<file path="src/hw/rtl/lcfd_pkg.sv">
// lcfd_pkg: shared types, register codes and constants for the curb feature detector
// no dependencies; used by every other file of the block but lcfd_ram
`default_nettype none

package lcfd_pkg;

	// register file layout
	localparam int NUM_REGS = 6;
	localparam int PADDR_W  = 5;
	localparam logic [2:0] REG_HEIGHT_REGION   = 3'd0;
	localparam logic [2:0] REG_SLOPE_REGION    = 3'd1;
	localparam logic [2:0] REG_SLOPE_THRESHOLD = 3'd2;
	localparam logic [2:0] REG_HEIGHT_DIFF_MIN = 3'd3;
	localparam logic [2:0] REG_HEIGHT_DIFF_MAX = 3'd4;
	localparam logic [2:0] REG_MIN_SCAN_POINTS = 3'd5;

	// field widths fixed by the register map and result format
	localparam int REGION_W = 5;
	localparam int THR_W    = 17;
	localparam int HDIFF_W  = 17;
	localparam int SIZE_W   = 13;
	localparam int INDEX_W  = 12;
	// step counter covers the height window (2*31), the root digits (<=32) and cordic
	localparam int STEP_W   = 6;

	// cordic vectoring
	localparam int CORDIC_STEPS = 20;
	localparam int ACC_W        = 25;
	localparam int ANG_W        = 17;

	typedef struct packed {
		logic [REGION_W-1:0]     height_region;
		logic [REGION_W-1:0]     slope_region;
		logic signed [THR_W-1:0] slope_threshold;
		logic [HDIFF_W-1:0]      height_diff_min;
		logic [HDIFF_W-1:0]      height_diff_max;
		logic [SIZE_W-1:0]       min_scan_points;
	} cfg_t;

	typedef enum logic [2:0] {
		RD_NONE,
		RD_HGT,
		RD_PA,
		RD_PB,
		RD_PC
	} rd_kind_t;

	typedef enum logic [4:0] {
		ST_IDLE,
		ST_WRITE,
		ST_HREAD,
		ST_HLAST,
		ST_HCHK,
		ST_RDA,
		ST_RDB,
		ST_RDC,
		ST_RDW,
		ST_DIFF,
		ST_SQUARE,
		ST_SUM,
		ST_SQRT,
		ST_CINIT,
		ST_CORD,
		ST_FIN,
		ST_DECIDE,
		ST_EMIT
	} state_t;

	typedef struct packed {
		logic              load;
		logic              wr;
		logic              hclr;
		logic              rd;
		rd_kind_t          kind;
		logic [STEP_W-1:0] step;
		logic              diff;
		logic              square;
		logic              sum;
		logic              sqrt_step;
		logic              cinit;
		logic              cord_step;
		logic              fin;
		logic              emit;
	} cmd_t;

	typedef struct packed {
		logic item_ok;
		logic h_last;
		logic height_ok;
		logic vec_ok;
		logic sqrt_last;
		logic slope_ok;
		logic out_full;
	} status_t;

	// atan(2^-i) in 1/65536 degree, rounded to nearest
	function automatic logic signed [ACC_W-1:0] atan_tab(input logic [4:0] i);
		case (i)
			5'd0:    atan_tab = 25'sd2949120;
			5'd1:    atan_tab = 25'sd1740967;
			5'd2:    atan_tab = 25'sd919879;
			5'd3:    atan_tab = 25'sd466945;
			5'd4:    atan_tab = 25'sd234379;
			5'd5:    atan_tab = 25'sd117304;
			5'd6:    atan_tab = 25'sd58666;
			5'd7:    atan_tab = 25'sd29335;
			5'd8:    atan_tab = 25'sd14668;
			5'd9:    atan_tab = 25'sd7334;
			5'd10:   atan_tab = 25'sd3667;
			5'd11:   atan_tab = 25'sd1833;
			5'd12:   atan_tab = 25'sd917;
			5'd13:   atan_tab = 25'sd458;
			5'd14:   atan_tab = 25'sd229;
			5'd15:   atan_tab = 25'sd115;
			5'd16:   atan_tab = 25'sd57;
			5'd17:   atan_tab = 25'sd29;
			5'd18:   atan_tab = 25'sd14;
			5'd19:   atan_tab = 25'sd7;
			default: atan_tab = 25'sd0;
		endcase
	endfunction

endpackage

`default_nettype wire

</file>
<file path="src/hw/rtl/lcfd_ctrl.sv">
// lcfd_ctrl: sequencer for one point: history write, window scan, angle units, result
// depends on lcfd_pkg (state, command and status types)
`default_nettype none

module lcfd_ctrl (
	input  wire logic              clk,
	input  wire logic              arst_n,
	input  wire logic              in_valid,
	output logic                   in_ready,
	input  wire lcfd_pkg::status_t st,
	output lcfd_pkg::cmd_t         cmd
);

	lcfd_pkg::state_t state_q, state_n;
	logic [lcfd_pkg::STEP_W-1:0] step_q;

	always_ff @(posedge clk or negedge arst_n) begin
		if (!arst_n) begin
			state_q <= lcfd_pkg::ST_IDLE;
			step_q  <= '0;
		end else begin
			state_q <= state_n;
			step_q  <= (state_n != state_q) ? '0 : step_q + 1'b1;
		end
	end

	always_comb begin
		state_n = state_q;
		unique case (state_q)
			lcfd_pkg::ST_IDLE:   if (in_valid) state_n = lcfd_pkg::ST_WRITE;
			lcfd_pkg::ST_WRITE:  state_n = st.item_ok ? lcfd_pkg::ST_HREAD : lcfd_pkg::ST_IDLE;
			lcfd_pkg::ST_HREAD:  if (st.h_last) state_n = lcfd_pkg::ST_HLAST;
			lcfd_pkg::ST_HLAST:  state_n = lcfd_pkg::ST_HCHK;
			lcfd_pkg::ST_HCHK:   state_n = st.height_ok ? lcfd_pkg::ST_RDA : lcfd_pkg::ST_IDLE;
			lcfd_pkg::ST_RDA:    state_n = lcfd_pkg::ST_RDB;
			lcfd_pkg::ST_RDB:    state_n = lcfd_pkg::ST_RDC;
			lcfd_pkg::ST_RDC:    state_n = lcfd_pkg::ST_RDW;
			lcfd_pkg::ST_RDW:    state_n = lcfd_pkg::ST_DIFF;
			lcfd_pkg::ST_DIFF:   state_n = lcfd_pkg::ST_SQUARE;
			lcfd_pkg::ST_SQUARE: state_n = st.vec_ok ? lcfd_pkg::ST_SUM : lcfd_pkg::ST_IDLE;
			lcfd_pkg::ST_SUM:    state_n = lcfd_pkg::ST_SQRT;
			lcfd_pkg::ST_SQRT:   if (st.sqrt_last) state_n = lcfd_pkg::ST_CINIT;
			lcfd_pkg::ST_CINIT:  state_n = lcfd_pkg::ST_CORD;
			lcfd_pkg::ST_CORD: begin
				if (step_q == lcfd_pkg::STEP_W'(lcfd_pkg::CORDIC_STEPS - 1)) begin
					state_n = lcfd_pkg::ST_FIN;
				end
			end
			lcfd_pkg::ST_FIN:    state_n = lcfd_pkg::ST_DECIDE;
			lcfd_pkg::ST_DECIDE: state_n = st.slope_ok ? lcfd_pkg::ST_EMIT : lcfd_pkg::ST_IDLE;
			lcfd_pkg::ST_EMIT:   if (!st.out_full) state_n = lcfd_pkg::ST_IDLE;
			default:             state_n = lcfd_pkg::ST_IDLE;
		endcase
	end

	always_comb begin
		cmd      = '0;
		cmd.kind = lcfd_pkg::RD_NONE;
		cmd.step = step_q;
		in_ready = 1'b0;
		unique case (state_q)
			lcfd_pkg::ST_IDLE: begin
				in_ready = 1'b1;
				cmd.load = in_valid;
			end
			lcfd_pkg::ST_WRITE: begin
				cmd.wr   = 1'b1;
				cmd.hclr = 1'b1;
			end
			lcfd_pkg::ST_HREAD: begin
				cmd.rd   = 1'b1;
				cmd.kind = lcfd_pkg::RD_HGT;
			end
			lcfd_pkg::ST_RDA: begin
				cmd.rd   = 1'b1;
				cmd.kind = lcfd_pkg::RD_PA;
			end
			lcfd_pkg::ST_RDB: begin
				cmd.rd   = 1'b1;
				cmd.kind = lcfd_pkg::RD_PB;
			end
			lcfd_pkg::ST_RDC: begin
				cmd.rd   = 1'b1;
				cmd.kind = lcfd_pkg::RD_PC;
			end
			lcfd_pkg::ST_DIFF:   cmd.diff = 1'b1;
			lcfd_pkg::ST_SQUARE: cmd.square = 1'b1;
			lcfd_pkg::ST_SUM:    cmd.sum = 1'b1;
			lcfd_pkg::ST_SQRT:   cmd.sqrt_step = 1'b1;
			lcfd_pkg::ST_CINIT:  cmd.cinit = 1'b1;
			lcfd_pkg::ST_CORD:   cmd.cord_step = 1'b1;
			lcfd_pkg::ST_FIN:    cmd.fin = 1'b1;
			lcfd_pkg::ST_EMIT:   cmd.emit = !st.out_full;
			default: begin
				cmd.emit = 1'b0;
			end
		endcase
	end

	// the history write always follows the point transfer
	a_load_then_write: assert property (@(posedge clk) disable iff (!arst_n)
		cmd.load |=> cmd.wr) else $error("history write missing after point transfer");

	// a result only enters an empty output register
	a_emit_empty: assert property (@(posedge clk) disable iff (!arst_n)
		cmd.emit |-> !st.out_full) else $error("result overwrote pending feature");

	// a result is only produced after a passing slope decision
	a_emit_after_decide: assert property (@(posedge clk) disable iff (!arst_n)
		cmd.emit && !$past(cmd.emit) |-> $past(st.slope_ok) || $past(state_q == lcfd_pkg::ST_EMIT))
		else $error("result without slope decision");

endmodule

`default_nettype wire

</file>
<file path="config.mk">
export PLATFORM = sky130hd
export DESIGN_NAME = lcfd_ctrl
export DESIGN_NICKNAME = d
export VERILOG_FILES = /design/src/hw/rtl/lcfd_pkg.sv /design/src/hw/rtl/lcfd_ctrl.sv
export SDC_FILE = /design/constraint.sdc
export NUM_CORES = 1
export LEC_CHECK = 0
export BUFFER_PORTS_ARGS = -buffer_cell sky130_fd_sc_hd__buf_4
export CORE_ASPECT_RATIO = 1.4
export CORE_MARGIN = 5
export CORE_UTILIZATION = 33
export CTS_CLUSTER_DIAMETER = 200
export DETAILED_ROUTE_END_ITERATION = 12
export HOLD_SLACK_MARGIN = 0.06
export PLACE_DENSITY = 0.65
export SYNTH_ARGS = -nofsm -noshare
export SYNTH_HDL_FRONTEND = slang
export SYNTH_SLANG_ARGS = --single-unit
</file>
<file path="constraint.sdc">
create_clock -name clk -period 2.3 [get_ports clk]
set_clock_uncertainty 0.1 [all_clocks]
set_input_delay 0.115 -clock clk [delete_from_list [all_inputs] [get_ports clk]]
set_output_delay 0.115 -clock clk [all_outputs]
set_load 0.02 [all_outputs]
</file>
==> impl_results.md <==
* Status: finished, final reports clean
* CTS tree: done
* Fmax achieved at 475 MHz
* Crit share post-route at 91.5%
* Worst Path Arrival at 2150 ps
* Total grt overflow at 0
* Vias in the first global route at roughly 900
* Clock sink count at 11
* Pin count of the biggest net entering global routing at 21
* Syn Nets at between 100 and 150
* R2R Path Start: state_q[3]
* Final setup violation count at 0
* Antenna cells at 0
* Cell variety after synth at 39
* Most frequent cells in the layout: buf_4, nor3_1, dfrtp_1
* Post-synth EDFFs at 0
* Crit path time final at approximately 2100 ps
* P per Cell Area at 988 mW/mm^2
* Pleak at between 0.5 and 0.6 nW
* Ys flop type: dfrtp_1
* Synth Warn # at 0
* Die Ht at between 70 and 80 um
* Req. time, crit path at between 2000 and 2500 ps
* Crit path from: state_q[3]
* CP max FO at 14
* RSZ-0062 raised after global routing: false
* Area delta synth->final at 37.0%
* Global-route wire length before repair at 3820 um
* Post-synth ARST share at between 90% and 100%
* Hold Violations, Final at 0
* GP Congestion at 0.863
* Initial DRC count at 6
* Antenna violations before repair at 0
* GR Util All Layers at about an eighth
* Clock tree buffer depth at 2
* DR DRC count at 0
* Die area at about 0.0038 mm^2
* Fillers at 276
* Worst-margin pin slew at approximately 520 ps
* WL/cell at ~14 um
* Crit Path Category: flop to flop
* Routed wire length at about 2400 um
* Post-Synthesis Cell Area at 863 um^2
* Max Cap Viol at 0
* Clock insertion delay at the later pin of the skew report at ~260 ps
* Drt via density at a little over 5
* Post-synthesis sequential area ratio at about a third
* Worst setup SP type: flop
* Total CTS buffers at 3
* Average size of a mapped cell at around 8.3 um^2
* IO buf count at 31
* Synthesis-stage register bit count at 11
* Worst vdd ir at approximately 530 uV
* Chip width at around 53 um
* Syn Inst Count at 104
* Worst slew margin at approximately 65%
* I/O pins at 32
* Most common cell after layout, fill and taps aside: buf_4
* Fin nets at 150
* Drt pass-1 iters at 4
* Fraction of layout cells with a size suffix above 1 at roughly a third
* Num rows at 22
* Critical Path Sink Type: flop
* CTS clock-pin slew for the worst setup and hold paths at ~70 ps
* Clock Root Buffer: clkbuf_4
* Total Neg Setup Slack at 0 ps
* Slack of the critical path at approximately 200 ps
* Post-DP HPWL at between 1500 and 2000 um
* Via Count at roughly 900
* Detail Route Antenna Nets at 0
* Core area at about 0.0026 mm^2
* HP Class: input pin to async pin
* DP Worst Slack at 218 ps
* Initial core utilization at between 30% and 40%
* Final slew viol count at 0
* H-tree depth at 1
## registers in the layout, summed over array words and instances (netlist names)
name and cells:
state_q 5, step_q 6
## Yosys cell counts (all sizes together) (2+ instances only)
| master | n | area share, % |
|---|---|---|
| nor3 | 14 | 8.1 |
| dfrtp | 11 | 32 |
| nor2 | 8 | 3.5 |
| nand2 | 6 | 2.6 |
| a21oi | 5 | 2.9 |
| clkbuf | 5 | 2.2 |
| nand3 | 5 | 2.9 |
| buf | 4 | 3.3 |
| nand2b | 4 | 2.9 |
| nor2b | 3 | 2.2 |
| nor3b | 3 | 2.6 |
| o21ai | 3 | 1.7 |
| a211oi | 2 | 1.7 |
| and2 | 2 | 1.4 |
| mux2i | 2 | 2.3 |
| nor4 | 2 | 1.4 |
| nor4b | 2 | 2.0 |
| or2 | 2 | 1.5 |
| or4 | 2 | 1.7 |
| or4b | 2 | 2.8 |
| xnor2 | 2 | 2.0 |
| xor2 | 2 | 2.0 |
## routing by layer
metal | vias up | GRT usage [%] | share of wire (%)
li1 | 451 | - | -
met1 | 418 | 15.0 | 43
met2 | 30 | 22.9 | 50
met3 | 4 | 1.71 | 5.4
met4 | 0 | 5.68 | 2.0
met5 | - | 0 | 0
## path summary, 6_finish.rpt
kind | to | slack (ps) | depth (start not counted)
worst min register to register | step_q[0] | 420 | 1
max in group asynchronous | state_q[0] | 1840 | 2
worst min-delay path | step_q[3] | 120 | 2
min in group clk | state_q[1] | 160 | 4
worst max-delay path | step_q[4] | 200 | 5
worst max register to register | step_q[4] | 200 | 5
## layout make-up
cell class	instances	area, um^2	area share, %
multi-input cells	83	537	45.4
flip-flops and latches	11	275	23.3
clock buffers	4	26.3	2.22
inverters	1	3.75	0.317
repair buffers	39	295	25.0
well taps	36	45.0	3.81
## per-stage QoR
step | instance area (um^2) | std cells | utilization [%] | total power (W) | hold WS, ps
5_1_grt | 1180 | 174 | 46.2 | 0.00126 | 131
3_3_place_gp | 1150 | 169 | 44.8 | 0.00105 | -149
3_5_place_dp | 1150 | 169 | 44.8 | 0.00105 | -143
6_report | 1180 | 174 | 46.2 | 0.00117 | 117
4_1_cts | 1180 | 174 | 46.2 | 0.00118 | 111
2_1_floorplan | 863 | 104 | - | 0.000798 | -281
## kinds of logic after synthesis
family	share of synthesized area [%]
xor+xnor	4.06
mux	2.32
compound gates	14.9
flops	31.9
buf+inv	5.94
simple gates	39.4
fa+ha+maj	1.45
## power by group
| group | switching [W] | internal [W] |
|---|---|---|
| sequential | 0.0000704 | 0.000233 |
| clock | 0.0000595 | 0.0000670 |
| combinational | 0.000415 | 0.000323 |
## worst max-delay path, stage by stage (launching register included)
cell	delay (ps)
dfrtp_1	570
or2b_1	310
or4_1	480
and4_4	200
a31oi_4	230
nor3_1	100
## what timing repair did
item,CTS,global route
hold buffers,1,0
endpoints found under the hold margin,11,0
buffers inserted,0,0
resized for setup,0,0
No activity file was read; power rests on OpenSTA's default activity.
